File: config.mk
export PLATFORM = sky130hd
export DESIGN_NAME = slab_slot_bitmap_allocator_core
export DESIGN_NICKNAME = d
export VERILOG_FILES = /design/src/sv/ssba_pkg.sv /design/src/sv/ssba_divider.sv /design/src/sv/ssba_store.sv /design/src/sv/slab_slot_bitmap_allocator_core.sv
export SDC_FILE = /design/constraint.sdc
export NUM_CORES = 1
export LEC_CHECK = 0
export ABC_AREA = 1
export BUFFER_PORTS_ARGS = -buffer_cell sky130_fd_sc_hd__buf_2
export CAP_MARGIN = 5
export CORE_ASPECT_RATIO = 1.25
export CORE_MARGIN = 2
export CORE_UTILIZATION = 67
export DETAILED_ROUTE_END_ITERATION = 16
export PLACE_DENSITY = 0.92
export RECOVER_POWER = 100
export SLEW_MARGIN = 20
export SYNTH_ARGS = -nofsm -noshare
export SYNTH_HDL_FRONTEND = slang
export SYNTH_SLANG_ARGS = --single-unit
File: constraint.sdc
create_clock -name clock -period 10 [get_ports clock]
set_input_delay 1 -clock clock [delete_from_list [all_inputs] [get_ports clock]]
set_output_delay 1 -clock clock [all_outputs]
set_load 0.1 [all_outputs]
File: src/sv/ssba_pkg.sv
// Shared types, constants and helper functions of the slab slot bitmap allocator.
// No dependencies; every other file of the block refers to this package by scoped names.
`default_nettype none

package ssba_pkg;

   localparam int WORD_BITS        = 32;
   localparam int WORD_IDX_W       = $clog2(WORD_BITS);
   localparam int SLOT_W           = 8;
   localparam int SLOT_REACH       = 256;
   localparam int LIMIT_W          = 9;
   localparam int OBJ_W            = 16;
   localparam int CSR_DATA_W       = 32;
   localparam int CSR_ADDR_W       = 3;
   localparam int DEF_MAX_SLOTS    = 256;
   localparam int DEF_HEADER_BYTES = 64;

   localparam logic [LIMIT_W-1:0] RST_SLOT_COUNT   = 9'd256;
   localparam logic [OBJ_W-1:0]   RST_OBJECT_BYTES = 16'd64;

   typedef enum logic [2:0] {
      ACT_INIT      = 3'd0,
      ACT_SET       = 3'd1,
      ACT_CLEAR     = 3'd2,
      ACT_TEST      = 3'd3,
      ACT_FIND_FREE = 3'd4,
      ACT_FIND_USED = 3'd5
   } action_type;

   typedef enum logic {
      CSR_SLOT_COUNT   = 1'b0,
      CSR_OBJECT_BYTES = 1'b1
   } csr_index_type;

   typedef enum logic [2:0] {
      S_IDLE,
      S_EXEC,
      S_DIV,
      S_FILL,
      S_SCAN,
      S_DONE
   } state_type;

   typedef struct packed {
      logic [2:0]        action;
      logic [SLOT_W-1:0] slot;
   } req_type;

   typedef struct packed {
      logic              bit_value;
      logic              found;
      logic [SLOT_W-1:0] found_slot;
      logic              error;
   } rsp_type;

   // Bits of the word starting at slot base whose slot index lies below limit.
   function automatic logic [WORD_BITS-1:0] below_mask(input logic [LIMIT_W-1:0] limit,
                                                       input logic [LIMIT_W-1:0] base);
      logic [LIMIT_W-1:0]   diff;
      logic [WORD_BITS-1:0] m;
      diff = limit - base;
      if (limit <= base) begin
         m = '0;
      end else if (diff >= LIMIT_W'(WORD_BITS)) begin
         m = '1;
      end else begin
         m = (WORD_BITS'(1) << diff[WORD_IDX_W-1:0]) - WORD_BITS'(1);
      end
      return m;
   endfunction

   // Position of the lowest set bit; zero when no bit is set.
   function automatic logic [WORD_IDX_W-1:0] lowest_set(input logic [WORD_BITS-1:0] w);
      logic [WORD_IDX_W-1:0] p;
      p = '0;
      for (int i = WORD_BITS - 1; i >= 0; i--) begin
         if (w[i]) begin
            p = WORD_IDX_W'(i);
         end
      end
      return p;
   endfunction

endpackage

`default_nettype wire

File: src/sv/ssba_divider.sv
// Restoring divider, one quotient bit per cycle, used to size the header at init.
// Depends on ssba_pkg for the divisor width.
`default_nettype none

module ssba_divider #(
   parameter int DW = 8
) (
   input  wire logic                       clock,
   input  wire logic                       reset,
   input  wire logic                       start,
   input  wire logic [DW-1:0]              dividend,
   input  wire logic [ssba_pkg::OBJ_W-1:0] divisor,
   output logic                            busy,
   output logic [DW-1:0]                   quotient,
   output logic [ssba_pkg::OBJ_W-1:0]      remainder
);

   localparam int CW = $clog2(DW + 1);
   localparam int OW = ssba_pkg::OBJ_W;

   logic          busy_ff, busy_in;
   logic [CW-1:0] cnt_ff, cnt_in;
   logic [DW-1:0] quo_ff, quo_in;
   logic [OW-1:0] rem_ff, rem_in;
   logic [OW-1:0] div_ff, div_in;

   logic [OW:0]   shifted;
   logic [OW:0]   diff;
   logic          ge;

   assign shifted = {rem_ff, quo_ff[DW-1]};
   assign diff    = shifted - {1'b0, div_ff};
   assign ge      = shifted >= {1'b0, div_ff};

   always_comb begin
      busy_in = busy_ff;
      cnt_in  = cnt_ff;
      quo_in  = quo_ff;
      rem_in  = rem_ff;
      div_in  = div_ff;
      if (start) begin
         busy_in = 1'b1;
         cnt_in  = '0;
         quo_in  = dividend;
         rem_in  = '0;
         div_in  = divisor;
      end else if (busy_ff) begin
         // shift the next dividend bit in, subtract when it fits
         quo_in = DW'({quo_ff, ge});
         rem_in = ge ? diff[OW-1:0] : shifted[OW-1:0];
         cnt_in = cnt_ff + CW'(1);
         if (cnt_ff == CW'(DW - 1)) begin
            busy_in = 1'b0;
         end
      end
   end

   always_ff @(posedge clock) begin
      if (reset) begin
         busy_ff <= 1'b0;
         cnt_ff  <= '0;
      end else begin
         busy_ff <= busy_in;
         cnt_ff  <= cnt_in;
      end
      quo_ff <= quo_in;
      rem_ff <= rem_in;
      div_ff <= div_in;
   end

   assign busy      = busy_ff;
   assign quotient  = quo_ff;
   assign remainder = rem_ff;

endmodule

`default_nettype wire

File: src/sv/ssba_store.sv
// Occupancy word store: one write port and one read port, cleared by reset.
// Depends on ssba_pkg for the word width.
`default_nettype none

module ssba_store #(
   parameter int WORDS = 8,
   parameter int IDX_W = 3
) (
   input  wire logic                           clock,
   input  wire logic                           reset,
   input  wire logic                           wr_en,
   input  wire logic [IDX_W-1:0]               wr_idx,
   input  wire logic [ssba_pkg::WORD_BITS-1:0] wr_word,
   input  wire logic [IDX_W-1:0]               rd_idx,
   output logic [ssba_pkg::WORD_BITS-1:0]      rd_word
);

   logic [ssba_pkg::WORD_BITS-1:0] words_ff [WORDS];

   always_ff @(posedge clock) begin
      if (reset) begin
         for (int i = 0; i < WORDS; i++) begin
            words_ff[i] <= '0;
         end
      end else if (wr_en) begin
         words_ff[wr_idx] <= wr_word;
      end
   end

   assign rd_word = words_ff[rd_idx];

endmodule

`default_nettype wire

File: src/sv/slab_slot_bitmap_allocator_core.sv
// Slab slot bitmap allocator: init, set, clear, test and lowest-free/lowest-used search over slots.
// Searches scan one 32-bit word per cycle; init sizes the header with the divider, then rewrites
// every map word. A new request is accepted only in idle, after the result of the last one is
// registered, so requests never overlap; only a result still stalled in the register holds the
// sequencer.
// Synchronous active-high reset clears the map and the FSM and restores 256 slots, 64 B objects.
`default_nettype none

module slab_slot_bitmap_allocator_core #(
   parameter int MAX_SLOTS    = ssba_pkg::DEF_MAX_SLOTS,
   parameter int HEADER_BYTES = ssba_pkg::DEF_HEADER_BYTES
) (
   input  wire logic                             clock,
   input  wire logic                             reset,
   // request channel
   input  wire logic                             req_valid,
   output logic                                  req_stall,
   input  wire ssba_pkg::req_type                req_payload,
   // result channel
   output logic                                  rsp_valid,
   input  wire logic                             rsp_stall,
   output ssba_pkg::rsp_type                     rsp_payload,
   // configuration port
   input  wire logic                             csr_psel,
   input  wire logic                             csr_penable,
   input  wire logic                             csr_pwrite,
   input  wire logic [ssba_pkg::CSR_ADDR_W-1:0]  csr_paddr,
   input  wire logic [ssba_pkg::CSR_DATA_W-1:0]  csr_pwdata,
   output logic [ssba_pkg::CSR_DATA_W-1:0]       csr_prdata,
   output logic                                  csr_pready
);

   localparam int WB        = ssba_pkg::WORD_BITS;
   localparam int LW        = ssba_pkg::LIMIT_W;
   localparam int OW        = ssba_pkg::OBJ_W;
   localparam int NUM_WORDS = (MAX_SLOTS + WB - 1) / WB;
   // slots past the 8-bit slot reach are never touched
   localparam int REACH_W   = ssba_pkg::SLOT_REACH / WB;
   localparam int WORDS     = (NUM_WORDS > REACH_W) ? REACH_W : NUM_WORDS;
   localparam int IDX_W     = (WORDS > 1) ? $clog2(WORDS) : 1;
   localparam int CAP       = (MAX_SLOTS > ssba_pkg::SLOT_REACH) ? ssba_pkg::SLOT_REACH
                                                                : MAX_SLOTS;
   // dividend holds header bytes plus map word count
   localparam int DW        = $clog2(HEADER_BYTES + WORDS + 1);
   localparam int HW        = (DW + 1 > LW) ? DW + 1 : LW;

   // ---------------------------------------------------------------- config
   logic [LW-1:0] slot_count_ff, slot_count_in;
   logic [OW-1:0] object_bytes_ff, object_bytes_in;
   logic          csr_write;

   assign csr_write  = csr_psel && csr_penable && csr_pwrite;
   assign csr_pready = 1'b1;

   always_comb begin
      slot_count_in   = slot_count_ff;
      object_bytes_in = object_bytes_ff;
      if (csr_write) begin
         case (csr_paddr[2])
            ssba_pkg::CSR_SLOT_COUNT:   slot_count_in   = csr_pwdata[LW-1:0];
            ssba_pkg::CSR_OBJECT_BYTES: object_bytes_in = csr_pwdata[OW-1:0];
            default: ;
         endcase
      end
   end

   always_comb begin
      case (csr_paddr[2])
         ssba_pkg::CSR_SLOT_COUNT:   csr_prdata = ssba_pkg::CSR_DATA_W'(slot_count_ff);
         ssba_pkg::CSR_OBJECT_BYTES: csr_prdata = ssba_pkg::CSR_DATA_W'(object_bytes_ff);
         default:                    csr_prdata = '0;
      endcase
   end

   // ---------------------------------------------------------------- datapath
   ssba_pkg::state_type            state_ff, state_in;
   logic [2:0]                     action_ff, action_in;
   logic [ssba_pkg::SLOT_W-1:0]    slot_ff, slot_in;
   logic [IDX_W-1:0]               idx_ff, idx_in;
   logic [LW-1:0]                  hdr_ff, hdr_in;
   ssba_pkg::rsp_type              res_ff, res_in;
   logic                           rsp_valid_ff, rsp_valid_in;
   ssba_pkg::rsp_type              rsp_payload_ff, rsp_payload_in;

   logic [LW-1:0]                  n;          // usable slot limit
   logic [LW:0]                    n_words;    // map words covering n slots
   logic [DW-1:0]                  total;
   logic [OW-1:0]                  ob;
   logic [IDX_W-1:0]               slot_idx;
   logic [ssba_pkg::WORD_IDX_W-1:0] slot_bit;
   logic                           slot_ok;
   logic [LW-1:0]                  base;
   logic [WB-1:0]                  rd_word;
   logic [WB-1:0]                  cand;
   logic                           last_word;
   logic                           out_free;

   logic                           div_start;
   logic                           div_busy;
   logic [DW-1:0]                  div_quo;
   logic [OW-1:0]                  div_rem;
   logic [HW-1:0]                  hdr_raw;
   logic [LW-1:0]                  hdr_clamped;

   logic                           wr_en;
   logic [IDX_W-1:0]               wr_idx;
   logic [WB-1:0]                  wr_word;
   logic [IDX_W-1:0]               rd_idx;

   assign n        = (slot_count_ff > LW'(CAP)) ? LW'(CAP) : slot_count_ff;
   assign n_words  = ({1'b0, n} + (LW + 1)'(WB - 1)) >> ssba_pkg::WORD_IDX_W;
   assign total    = DW'(HEADER_BYTES) + DW'(n_words);
   // treat a zero object size as one byte
   assign ob       = (object_bytes_ff == '0) ? OW'(1) : object_bytes_ff;
   assign slot_idx = slot_ff[IDX_W + ssba_pkg::WORD_IDX_W - 1:ssba_pkg::WORD_IDX_W];
   assign slot_bit = slot_ff[ssba_pkg::WORD_IDX_W-1:0];
   assign slot_ok  = {1'b0, slot_ff} < n;
   assign base     = LW'({idx_ff, {ssba_pkg::WORD_IDX_W{1'b0}}});
   assign rd_idx   = (state_ff == ssba_pkg::S_EXEC) ? slot_idx : idx_ff;

   // searches look only below the limit; stale bits above it stay hidden
   assign cand = ((action_ff == ssba_pkg::ACT_FIND_USED) ? rd_word : ~rd_word)
                 & ssba_pkg::below_mask(n, base);

   assign last_word = (idx_ff == IDX_W'(WORDS - 1)) ||
                      (({1'b0, base} + (LW + 1)'(WB)) >= {1'b0, n});

   // header = ceil(total / ob), held to the slot limit
   assign hdr_raw     = HW'(div_quo) + HW'(div_rem != '0);
   assign hdr_clamped = (hdr_raw > HW'(n)) ? n : hdr_raw[LW-1:0];

   assign out_free = !rsp_valid_ff || !rsp_stall;

   ssba_divider #(
      .DW (DW)
   ) u_divider (
      .clock     (clock),
      .reset     (reset),
      .start     (div_start),
      .dividend  (total),
      .divisor   (ob),
      .busy      (div_busy),
      .quotient  (div_quo),
      .remainder (div_rem)
   );

   ssba_store #(
      .WORDS (WORDS),
      .IDX_W (IDX_W)
   ) u_store (
      .clock   (clock),
      .reset   (reset),
      .wr_en   (wr_en),
      .wr_idx  (wr_idx),
      .wr_word (wr_word),
      .rd_idx  (rd_idx),
      .rd_word (rd_word)
   );

   // ---------------------------------------------------------------- sequencer
   always_comb begin
      state_in  = state_ff;
      action_in = action_ff;
      slot_in   = slot_ff;
      idx_in    = idx_ff;
      hdr_in    = hdr_ff;
      res_in    = res_ff;
      div_start = 1'b0;
      wr_en     = 1'b0;
      wr_idx    = slot_idx;
      wr_word   = rd_word;
      req_stall = (state_ff != ssba_pkg::S_IDLE);

      case (state_ff)
         ssba_pkg::S_IDLE: begin
            if (req_valid) begin
               action_in = req_payload.action;
               slot_in   = req_payload.slot;
               res_in    = '0;
               state_in  = ssba_pkg::S_EXEC;
            end
         end
         ssba_pkg::S_EXEC: begin
            state_in = ssba_pkg::S_DONE;
            case (action_ff)
               ssba_pkg::ACT_INIT: begin
                  div_start = 1'b1;
                  state_in  = ssba_pkg::S_DIV;
               end
               ssba_pkg::ACT_SET: begin
                  // drop sets beyond the limit silently
                  wr_en   = slot_ok;
                  wr_word = rd_word | (WB'(1) << slot_bit);
               end
               ssba_pkg::ACT_CLEAR: begin
                  // refuse the first slot and anything beyond the limit
                  if (slot_ff == '0 || !slot_ok) begin
                     res_in.error = 1'b1;
                  end else begin
                     wr_en   = 1'b1;
                     wr_word = rd_word & ~(WB'(1) << slot_bit);
                  end
               end
               ssba_pkg::ACT_TEST: begin
                  res_in.bit_value = slot_ok && rd_word[slot_bit];
               end
               ssba_pkg::ACT_FIND_FREE, ssba_pkg::ACT_FIND_USED: begin
                  idx_in   = '0;
                  state_in = ssba_pkg::S_SCAN;
               end
               default: ;
            endcase
         end
         ssba_pkg::S_DIV: begin
            if (!div_busy) begin
               hdr_in   = hdr_clamped;
               idx_in   = '0;
               state_in = ssba_pkg::S_FILL;
            end
         end
         ssba_pkg::S_FILL: begin
            // rewrite every word: header bits set, the rest cleared
            wr_en   = 1'b1;
            wr_idx  = idx_ff;
            wr_word = ssba_pkg::below_mask(hdr_ff, base);
            if (idx_ff == IDX_W'(WORDS - 1)) begin
               state_in = ssba_pkg::S_DONE;
            end else begin
               idx_in = idx_ff + IDX_W'(1);
            end
         end
         ssba_pkg::S_SCAN: begin
            if (cand != '0) begin
               res_in.found      = 1'b1;
               res_in.found_slot = ssba_pkg::SLOT_W'({idx_ff, ssba_pkg::lowest_set(cand)});
               state_in          = ssba_pkg::S_DONE;
            end else if (last_word) begin
               state_in = ssba_pkg::S_DONE;
            end else begin
               idx_in = idx_ff + IDX_W'(1);
            end
         end
         ssba_pkg::S_DONE: begin
            // hold until the result register is free
            if (out_free) begin
               state_in = ssba_pkg::S_IDLE;
            end
         end
         default: begin
            state_in = ssba_pkg::S_IDLE;
         end
      endcase
   end

   // result register parts the sequencer from the consumer
   always_comb begin
      rsp_valid_in   = rsp_valid_ff;
      rsp_payload_in = rsp_payload_ff;
      if (state_ff == ssba_pkg::S_DONE && out_free) begin
         rsp_valid_in   = 1'b1;
         rsp_payload_in = res_ff;
      end else if (!rsp_stall) begin
         rsp_valid_in = 1'b0;
      end
   end

   always_ff @(posedge clock) begin
      if (reset) begin
         state_ff        <= ssba_pkg::S_IDLE;
         rsp_valid_ff    <= 1'b0;
         slot_count_ff   <= ssba_pkg::RST_SLOT_COUNT;
         object_bytes_ff <= ssba_pkg::RST_OBJECT_BYTES;
      end else begin
         state_ff        <= state_in;
         rsp_valid_ff    <= rsp_valid_in;
         slot_count_ff   <= slot_count_in;
         object_bytes_ff <= object_bytes_in;
      end
      action_ff      <= action_in;
      slot_ff        <= slot_in;
      idx_ff         <= idx_in;
      hdr_ff         <= hdr_in;
      res_ff         <= res_in;
      rsp_payload_ff <= rsp_payload_in;
   end

   assign rsp_valid   = rsp_valid_ff;
   assign rsp_payload = rsp_payload_ff;

   // ---------------------------------------------------------------- checks
   a_accept_starts: assert property (@(posedge clock) disable iff (reset)
      req_valid && !req_stall |=> state_ff == ssba_pkg::S_EXEC)
      else $error("accepted request did not start execution");

   a_div_only_in_init: assert property (@(posedge clock) disable iff (reset)
      div_busy |-> state_ff == ssba_pkg::S_DIV)
      else $error("divider running outside header sizing");

   a_write_states: assert property (@(posedge clock) disable iff (reset)
      wr_en |-> (state_ff == ssba_pkg::S_EXEC || state_ff == ssba_pkg::S_FILL))
      else $error("map written outside execute or fill");

   a_slot_needs_found: assert property (@(posedge clock) disable iff (reset)
      rsp_valid && !rsp_payload.found |-> rsp_payload.found_slot == '0)
      else $error("slot reported without a hit");

   a_error_alone: assert property (@(posedge clock) disable iff (reset)
      rsp_valid && rsp_payload.error |-> !rsp_payload.found && !rsp_payload.bit_value)
      else $error("refused clear carries other flags");

endmodule

`default_nettype wire

# Word level (Yosys, flattened, before mapping)

Memories as Yosys holds them, arrays and structs flattened.
Cells that the tools add are included.

Register bits after elaboration: 117
Bits in latches: 0
Memory bits (writable): 256
Bits in read-only memories: 0
Input bits: 53
Output and inout bits: 46
Word-level logic and storage cells: 202
Memories: 1

Memories:

| name             | words | bits a word | read ports | clocked after Yosys merged registers in | write ports | line             | RTL |
|---|---|---|---|---|---|---|---|
| u_store.words_ff | 8     | 32          | 1          | 0                                       | 8           | ssba_store.sv:18 | `logic [ssba_pkg::WORD_BITS-1:0] words_ff [WORDS];` |

$add $sub $neg: 11
Multipliers: 0
Div/mod/pow operators: 0
Order comparisons: 10
Equality and inequality tests: 26
Shift operators: 3
Muxes and demuxes: 90
Bitwise logic cells: 7
Reduce and logical (&&, ||, !) cells: 33

Operators with widths:

| operator              | count |
|---|---|
| $mux 32               | 7 |
| $pmux 32 s2           | 3 |
| $mux 5                | 32 |
| $shl 1x5->32 const A  | 3 |
| $and 32x32->32        | 2 |
| $not 32->32           | 2 |
| $sub 32x2->32 const B | 2 |
| $mux 3                | 14 |
| $or 32x32->32         | 1 |
| $reduce_bool 32->1    | 1 |
| $reduce_or 32->1      | 1 |
| $mux 9                | 3 |
| $eq 3x3->1 const B    | 6 |
| $ge 9x6->1 const B    | 2 |
| $le 9x8->1            | 2 |
| $mux 1                | 18 |
| $pmux 3 s6            | 1 |
| $pmux 9 s2            | 1 |
| $sub 9x8->9           | 2 |
| $ge 17x16->1          | 1 |
| $logic_not 16->1      | 1 |
| $mux 16               | 1 |
| $ne 2x2->1 const B    | 8 |
| $reduce_bool 16->1    | 1 |
| 36 further kinds      | 65 |

# Depth between registers and ports, before layout

Gate-level depths: netlist of run 1.

Word-level depth: 42
Gate-level depth with buffers: 43
Mapped depth without buffers: 43

# By module

A second synthesis of run 1 with hierarchy kept.

Cells, all modules: 3181
Area, all modules: 23704.0 um2

By module, submodules not included:

| module                          | times used | cells each | area an instance (um2) | seq. area each (um2) |
|---|---|---|---|---|
| ssba_store                      | 1          | 1447       | 12567.1                | 7687.4 |
| slab_slot_bitmap_allocator_core | 1          | 1330       | 8221.6                 | 1931.9 |
| ssba_divider                    | 1          | 404        | 2915.3                 | 1091.0 |

# Worst setup path after synthesis of run 1

OpenSTA, ideal clock, no wires.

Path kind: input to output
Start point: in csr_paddr[2] (netlist name)
End point: out csr_prdata[5] (netlist name)
Arrival time: 3.483 ns
Data required time: 9.000 ns
Path slack: 5.517 ns
Stages on the path: 3
Path buffers: 2
Cell sequence: clkbuf_1 clkbuf_1 o21ai_0

Cells in the longest elaborated chain, start to end: 2

Ends and longest elaborated chain:

| element                    | line                                  | RTL |
|---|---|---|
| start, declared            | slab_slot_bitmap_allocator_core.sv:27 | `input wire logic [ssba_pkg::CSR_ADDR_W-1:0] csr_paddr,` |
| $not 1->1 (no source line) | -                                     |  |
| $pmux 32 s2 (*)            | slab_slot_bitmap_allocator_core.sv:68 | `case (csr_paddr[2])` |
| end, declared              | slab_slot_bitmap_allocator_core.sv:29 | `output logic [ssba_pkg::CSR_DATA_W-1:0] csr_prdata,` |

Mark *: on every way between the ends. The rest lies on a longest branch, timed or not. The select of a mux whose other input is x is not followed.

==> metrics.yaml, run 1 <==
logic_synthesis:
  postSynthAreaPerCell_um2: 8.26
  synth_commonest_cells: "nor2_1, nand2_1, edfxtp_1"
  yosysSeqAreaShare_pct: 49.0
  synth_top_area_cell: "edfxtp_1"
  synth_seq_cells: 373
  synth_top_area_share_pct: 44.5
  synth-edff-count: 324
  yosysUniqueCellTypes: 62
  synthFlopType: "edfxtp_1"
  yosys_warnings: 0
  synth_area_um2: 21900
  yosys.cell_count.top_type: "nor2_1"
  synthCells: 2648
  synthTopCellsByArea: "edfxtp_1, nor2_1, nand2_1"
  async_flop_share_pct: 0
placement:
  postPlaceCellArea_um2: 22200
  port_buffers: 63
  place_ws_ns: 4.36
  place_congestion: 1.03
  dp_hpwl_um: 47300
pwr:
  power.leakage_nw: 9.77
  p_clk_share_pct: 23.3
  cellPowerDensity_nw_per_um2: 271
  ir_drop_mv: 0.218
  p_sw_share_pct: 46.4
  combPwrFrac_pct: 46.2
  power.switching_mw: 2.92
  p_int_mw: 3.38
  pwr-share-seq_pct: 30.5
drt:
  drt-met1-wl_um: 23600
  avgRoutedWirePerCell_um: 23.6
  vias: 20500
  wl_met3_um: 9210
  drt_iter0_drc: 3036
  wl_um: 73100
  dr.max_layer_used: "met4"
  viasPerCell: 6.63
  wl_met2_um: 34600
  first_pass_iters: 7
  drc: 0
  postRouteAntennaNets: 0
timing:
  slew_headroom_pct: -70.5
  setup_viol: 0
  post-route-min-period_ns: 7.71
  worst_pin_slew_ns: 2.56
  slew_violations: 529
  finalHoldViolCount: 0
  tns_ns: 0
  setup_slack_ns: 2.29
  clock_skew_ns: 0.0176
  fin_hold_ws_ns: 0.424
  rsz0062_at_grt: "no"
  period_share_pct: 77.1
  max_freq_ghz: 0.130
clock_network:
  cts_buffers: 36
  clk_pin_slew_ns: 0.06
  ctsResizeCount: 0
  clock_sinks: 373
  postCtsSetupBuffers: 0
  cts_buffer_depth: 3
  cts_hold_buf: 0
  cts-root-buf: "clkbuf_16"
  clock_latency_ns: 0.56
  cts_max_level: 2
  cts_tree: "yes"
critical_path:
  startpoint_type: "flip-flop"
  crit_type: "reg2reg"
  worstSetupStartpoint: "slot_count_ff[8]"
  r2r-start: "slot_count_ff[8]"
  crit_slowest_cell: "clkbuf_1"
  crit_top_cell: "inv_1"
  cp.required_ns: 10.14
  cp-end-kind: "flip-flop"
  crit_fanout: 24
  crit_chain: "inv_1, a21oi_1, nor2_1, inv_1, ha_1, a21oi_1, nor3_1, a221oi_1, nand2_1, inv_1, nand2_1, nor2_1, o211ai_1, nor2_1, inv_1, nor2_1, inv_1, clkbuf_1, nand2_1, clkbuf_1"
  slowest_delay_ns: 1.36
  arrival_ns: 7.86
  ff2ff_path_depth: 20
grt:
  grt_pass1_vias: 19900
  antenna_found_initial: 1
  track_usage_pct: 42.4
  grt_max_degree: 92
  grt_pass1_wl_um: 109000
  overflow: 0
finish:
  drive_gt1_share_pct: 6.01
  final_cell_area_um2: 23300
  n_fill_cell: 2227
  area_delta_synth_final_pct: 6.49
  layout.nets: 2757
  utilization_pct: 72.8
worst_hold_path:
  hold_start: "res_ff[9]"
  holdPathStages: 0
  hp-class: "reg2reg"
die:
  fp-row-count: 73
  die_w_um: 166
  start_util_pct: 68.4
  fp.dieH_um: 206
  ios: 99
  core_um2: 32000
  dieArea_um2: 34100
flow_run:
  maxCapViolCount: 19
run_status:
  failed_checks: "max-capacitance violations, max-slew violations"
  outcome: "complete, but fails checks"
[power groups by stage]
stage,sequential [mW],clock [mW],combinational (mW)
floorplan,1.93,0,1.97
global placement,1.94,0,2.64
detailed placement,1.95,0,2.75
CTS,1.91,1.44,2.80
global route,1.93,1.51,3.09
finish,1.92,1.47,2.91
[metal layers]
metal	vias to the layer above	GRT usage, %
met2	1738	70.3
met1	9337	47.8
met5	-	0
li1	8964	-
met4	0	27.9
met3	448	11.7
[cell type report]
type / count / area, µm² / area share [%]
multi-input cells: 1846 / 9240 / 39.7
diodes: 1 / 2.50 / 0.0107
well taps: 412 / 515 / 2.21
clock buffers: 43 / 968 / 4.16
repair buffers: 105 / 480 / 2.06
inverters: 290 / 1090 / 4.68
flip-flops and latches: 373 / 10700 / 46.0
clock inverters: 22 / 273 / 1.17
[logic make-up after synthesis]
kind of cell    synth area share, %
flops                          49.0
compound gates                 15.8
simple gates                   22.1
xor+xnor                       1.16
other cells                  0.0344
fa+ha+maj                      3.08
buf+inv                        8.92
[metrics by stage]
step	power, mW	instances
2_1_floorplan	3.90	2664
3_3_place_gp	4.58	3021
3_5_place_dp	4.69	3021
4_1_cts	6.15	3086
5_1_grt	6.53	3091
6_report	6.30	3092
[cell usage in the layout, fill, tap and decap left out, types with 4 or more instances in the layout]
master / instances
xor2_1: 21
a211oi_1: 4
nand3_2: 4
o21ai_0: 261
a221oi_1: 20
nor4_1: 12
buf_4: 12
a21oi_1: 117
clkinv_1: 11
nand2_1: 463
bufinv_16: 5
o2111ai_1: 6
nand4_1: 24
nand3_1: 79
edfxtp_1: 324
clkbuf_16: 37
clkinv_2: 6
nor3_1: 33
o21bai_1: 5
buf_2: 33
inv_1: 270
o31ai_1: 4
xnor2_1: 8
conb_1: 18
dfxtp_1: 49
nand2_2: 6
o22ai_1: 24
nor2_1: 521
o211ai_1: 23
ha_1: 49
nor2_2: 16
inv_2: 14
a31oi_1: 9
clkbuf_1: 64
o21ai_1: 19
o221ai_1: 59
[sequential cells by signal, summed over array words and instances (netlist names)]
| register | flops |
|---|---|
| u_divider.cnt_ff | 3 |
| idx_ff | 3 |
| action_ff | 3 |
| object_bytes_ff | 16 |
| rsp_payload | 11 |
| u_divider.remainder | 16 |
| rsp_valid | 1 |
| slot_ff | 8 |
| u_divider.quotient | 7 |
| res_ff | 11 |
| u_store.words_ff | 256 |
| slot_count_ff | 9 |
| hdr_ff | 9 |
| u_divider.busy | 1 |
| u_divider.div_ff | 16 |
| state_ff | 3 |
[final timing paths]
check,end,slack (ns)
worst max-delay path,u_store.words_ff[4][18],2.29
worst min-delay path,rsp_payload[9],0.42
worst max register to register,u_store.words_ff[4][18],2.29
worst min register to register,rsp_payload[9],0.42
[critical path: cells and delay by family (launching register included)]
kind	cells	cell delay, ns
buffers and inverters	7	3.02
AND/OR/NAND/NOR	8	2.49
AO/OA/AOI/OAI	4	0.82
flip-flops	1	0.65
adder cells (fa/ha/maj)	1	0.29
No activity file was read; power rests on OpenSTA's default activity.
==> run 2, diff against run 1 <==
--- a/config.mk
+++ b/config.mk
@@ -5,14 +5,14 @@
 export SDC_FILE = /design/constraint.sdc
 export NUM_CORES = 1
 export LEC_CHECK = 0
-export ABC_AREA = 1
+export ABC_AREA = 0
 export BUFFER_PORTS_ARGS = -buffer_cell sky130_fd_sc_hd__buf_2
 export CAP_MARGIN = 5
 export CORE_ASPECT_RATIO = 1.25
 export CORE_MARGIN = 2
-export CORE_UTILIZATION = 67
+export CORE_UTILIZATION = 63
 export DETAILED_ROUTE_END_ITERATION = 16
-export PLACE_DENSITY = 0.92
+export PLACE_DENSITY = 0.87
 export RECOVER_POWER = 100
 export SLEW_MARGIN = 20
 export SYNTH_ARGS = -nofsm -noshare
==> constraint.sdc (replaced) <==
create_clock -name clock -period 7.74 [get_ports clock]
set_input_delay 0.774 -clock clock [delete_from_list [all_inputs] [get_ports clock]]
set_output_delay 0.774 -clock clock [all_outputs]
set_load 0.1 [all_outputs]
==> run 2 against run 1 <==
Net effect: the flow still finishes with violations (max-capacitance violations, max-slew violations); synthesized cell count down 14%; clock skew up 0.0043 ns; sequential cell count stayed put; sequential share of layout area shrank 1.2 points; final area is 2.6% higher; final cell count shrank 11%; die area is 8.3% higher; total power increased by 6.4%.
==> metrics.yaml, run 2 <==
run_status:
  outcome: "complete, but fails checks"
  failed_checks: "max-capacitance violations, max-slew violations"
clock_network:
  postCtsSetupBuffers: 0  # unchanged
  clock_sinks: 373  # unchanged
  clock_latency_ns: 0.55  # about the same
  ctsResizeCount: 0  # unchanged
  cts_tree: "yes"
  clk_pin_slew_ns: 0.06  # about the same
  cts_buffers: 38  # +5.6%
  cts_hold_buf: 0  # unchanged
  cts_buffer_depth: 3  # unchanged
  cts-root-buf: "clkbuf_16"
  cts_max_level: 2  # unchanged
drt:
  avgRoutedWirePerCell_um: 25.4  # +7.6%
  drt_iter0_drc: 2724  # -10%
  vias: 19400  # -5.2%
  drc: 0  # unchanged
  postRouteAntennaNets: 0  # unchanged
  first_pass_iters: 7  # unchanged
  viasPerCell: 7.09  # +7.0%
  wl_um: 69700  # -4.6%
finish:
  largest_register_ffs: 256  # unchanged
  utilization_pct: 67.9  # -4.9 points
  top_register: "u_store.words_ff"
  area_delta_synth_final_pct: 7.13
  final_cell_area_um2: 23900  # +2.6%
  layout_common_cells: "nor2_1, edfxtp_1, nand2_1"
  drive_gt1_share_pct: 9.19  # +3.2 points
  layout_commonest_cell: "nor2_1"
  layout.nets: 2341  # -15%
worst_hold_path:
  hold_start: "req_payload[1]"
  hp-class: "in2reg"
  holdPathStages: 1  # +1
  min_to: "slot_ff[1]"
logic_synthesis:
  postSynthAreaPerCell_um2: 9.84  # +19%
  synth_adder_area_share_pct: 3.02  # -0.060 points
  synth_top_area_share_pct: 43.6  # -0.86 points
  yosysSeqAreaShare_pct: 48.0  # -0.95 points
  synth_top_family_by_area: "compound AO/OA/AOI/OAI gates"
  synthFlopType: "edfxtp_1"
  yosys.area_share.simple_pct: 16.5  # -5.5 points
  synth.area.mux_share_pct: 4.61  # +4.6 points
  synth_top_area_cell: "edfxtp_1"
  async_flop_share_pct: 0  # unchanged
  yosysUniqueCellTypes: 97  # +56%
  synth_commonest_cells: "nor2_1, edfxtp_1, nand2_1"
  synthTopCellsByArea: "edfxtp_1, nor2_1, dfxtp_1"
  synth_seq_cells: 373  # unchanged
  synth-edff-count: 324  # unchanged
  synth_area_um2: 22300  # +2.0%
  yosys.cell_count.top_type: "nor2_1"
  synthCells: 2266  # -14%
  synth_xor_area_share_pct: 1.53  # +0.36 points
  yosys_warnings: 0  # unchanged
  synth_compound_area_share_pct: 20.6  # +4.8 points
timing:
  rsz0062_at_grt: "no"
  slew_headroom_pct: -83.7  # -13 points
  fin_hold_ws_ns: 0.408  # -0.0154 ns
  worst_pin_slew_ns: 2.76  # +0.198 ns
  post-route-min-period_ns: 6.97  # -0.741 ns
  slew_violations: 244  # -54%
  tns_ns: 0  # unchanged
  max_freq_ghz: 0.143  # +11%
  setup_viol: 0  # unchanged
  finalHoldViolCount: 0  # unchanged
  clock_skew_ns: 0.0219  # +0.00430 ns
  period_share_pct: 90.1  # +13 points
critical_path:
  arrival_ns: 6.94  # -0.92 ns
  cp.required_ns: 7.71  # -2.43 ns
  ff2ff_path_depth: 14  # -30%
  rrSetupSlack_ns: 0.77  # -1.52 ns
  startpoint_type: "flip-flop"
  cp-end-kind: "flip-flop"
  r2r-end: "u_store.words_ff[0][22]"
  r2r-start: "slot_count_ff[2]"
  crit_fanout: 33  # +38%
  crit_type: "reg2reg"
die:
  fp-row-count: 77  # +5.5%
  start_util_pct: 63.4  # -5.0 points
  core_um2: 35200  # +10%
  fp.dieH_um: 214  # +4.1%
  ios: 99  # unchanged
  die_w_um: 172  # +4.0%
  dieArea_um2: 36900  # +8.3%
pwr:
  ir_drop_mv: 0.219  # +0.38%
  power_mw: 6.71  # +6.4%
  cellPowerDensity_nw_per_um2: 281  # +3.7%
  power.leakage_nw: 8.92  # -8.7%
grt:
  grt_pass1_wl_um: 105000  # -3.4%
  track_usage_pct: 37.6  # -4.8 points
  overflow: 0  # unchanged
  grt_pass1_vias: 18800  # -5.3%
  antenna_found_initial: 1  # unchanged
  grt_max_degree: 61  # -34%
placement:
  postPlaceCellArea_um2: 22800  # +2.8%
  dp_hpwl_um: 44300  # -6.4%
  place_congestion: 0.976  # -4.9%
  port_buffers: 63  # unchanged
flow_run:
  maxCapViolCount: 7  # -12
-- run 2: changes by cell type after synthesis, sizes merged, moves of 52 or more --
cell	change
clkbuf	+57
o21ai	-187
nand2	-293
mux2i	+52
nor2	-195
nand3	-59
inv	-222
o221ai	-54
o211a	+55
-- run 2: kinds of logic after synthesis --
family,Yosys count
adders and majority gates,52
and+or+nand+nor,789
DFF,373
AOI/OAI and AO/OA,652
other,2
xor gates and xnor gates,38
muxes,85
buffers and inverters,275
-- run 2: critical path, stage by stage, from the launching register on --
cell and delay [ns]:
dfxtp_1 0.76, nor2b_1 0.31, inv_1 0.14, ha_1 0.30
a21o_1 0.11, a21o_1 0.11, a21o_1 0.10, a21o_1 0.10
a21o_1 0.10, a21oi_1 0.06, clkbuf_1 0.55, o2111a_1 0.54
o21ai_2 0.14, clkbuf_1 1.73, nand2b_2 1.27
-- run 2: worst max path at each step --
stage | endpoint | cells after the start | slack, ns | startpoint
floorplan | idx_ff[0] | 18 | 2.78 | slot_count_ff[8]
global placement | res_ff[5] | 11 | 1.83 | state_ff[1]
detailed placement | res_ff[2] | 11 | 1.84 | state_ff[1]
CTS | res_ff[3] | 11 | 1.80 | state_ff[1]
global route | res_ff[3] | 14 | 0.81 | idx_ff[0]
finish | u_store.words_ff[0][22] | 14 | 0.77 | slot_count_ff[2]
-- run 2: report_power, final --
| group | internal, mW | switching [mW] | leakage [nW] | total [mW] |
|---|---|---|---|---|
| sequential | 2.33 | 0.123 | 3.69 | 2.45 |
| clock | 1.03 | 0.769 | 0.581 | 1.80 |
| combinational | 0.783 | 1.67 | 4.65 | 2.45 |
| total | 4.15 | 2.56 | 8.92 | 6.71 |
-- run 2: cell type report --
class	count	area (µm²)
multi-input cells	1634	10400
diodes	3	7.51
repair buffers	123	686
flip-flops and latches	373	10700
clock inverters	13	120
clock buffers	55	1080
fillers	2615	11300
well taps	474	593
inverters	66	250
-- run 2: per-layer routing --
metal | GRT usage, % | up-vias | wire length, µm
met5 | 0 | - | 0
met4 | 24.3 | 0 | 4750
met3 | 8.12 | 337 | 8460
met2 | 58.8 | 1470 | 31900
met1 | 47.1 | 9186 | 24600
li1 | - | 8432 | -
-- run 2: metrics by stage --
| step | std cells | setup slack [ns] |
|---|---|---|
| final | 2741 | 0.767 |
| after CTS | 2738 | 1.80 |
| after global placement | 2669 | 1.83 |
| after floorplan | 2282 | 2.78 |
| after global routing | 2738 | 0.808 |
| after detailed placement | 2670 | 1.84 |
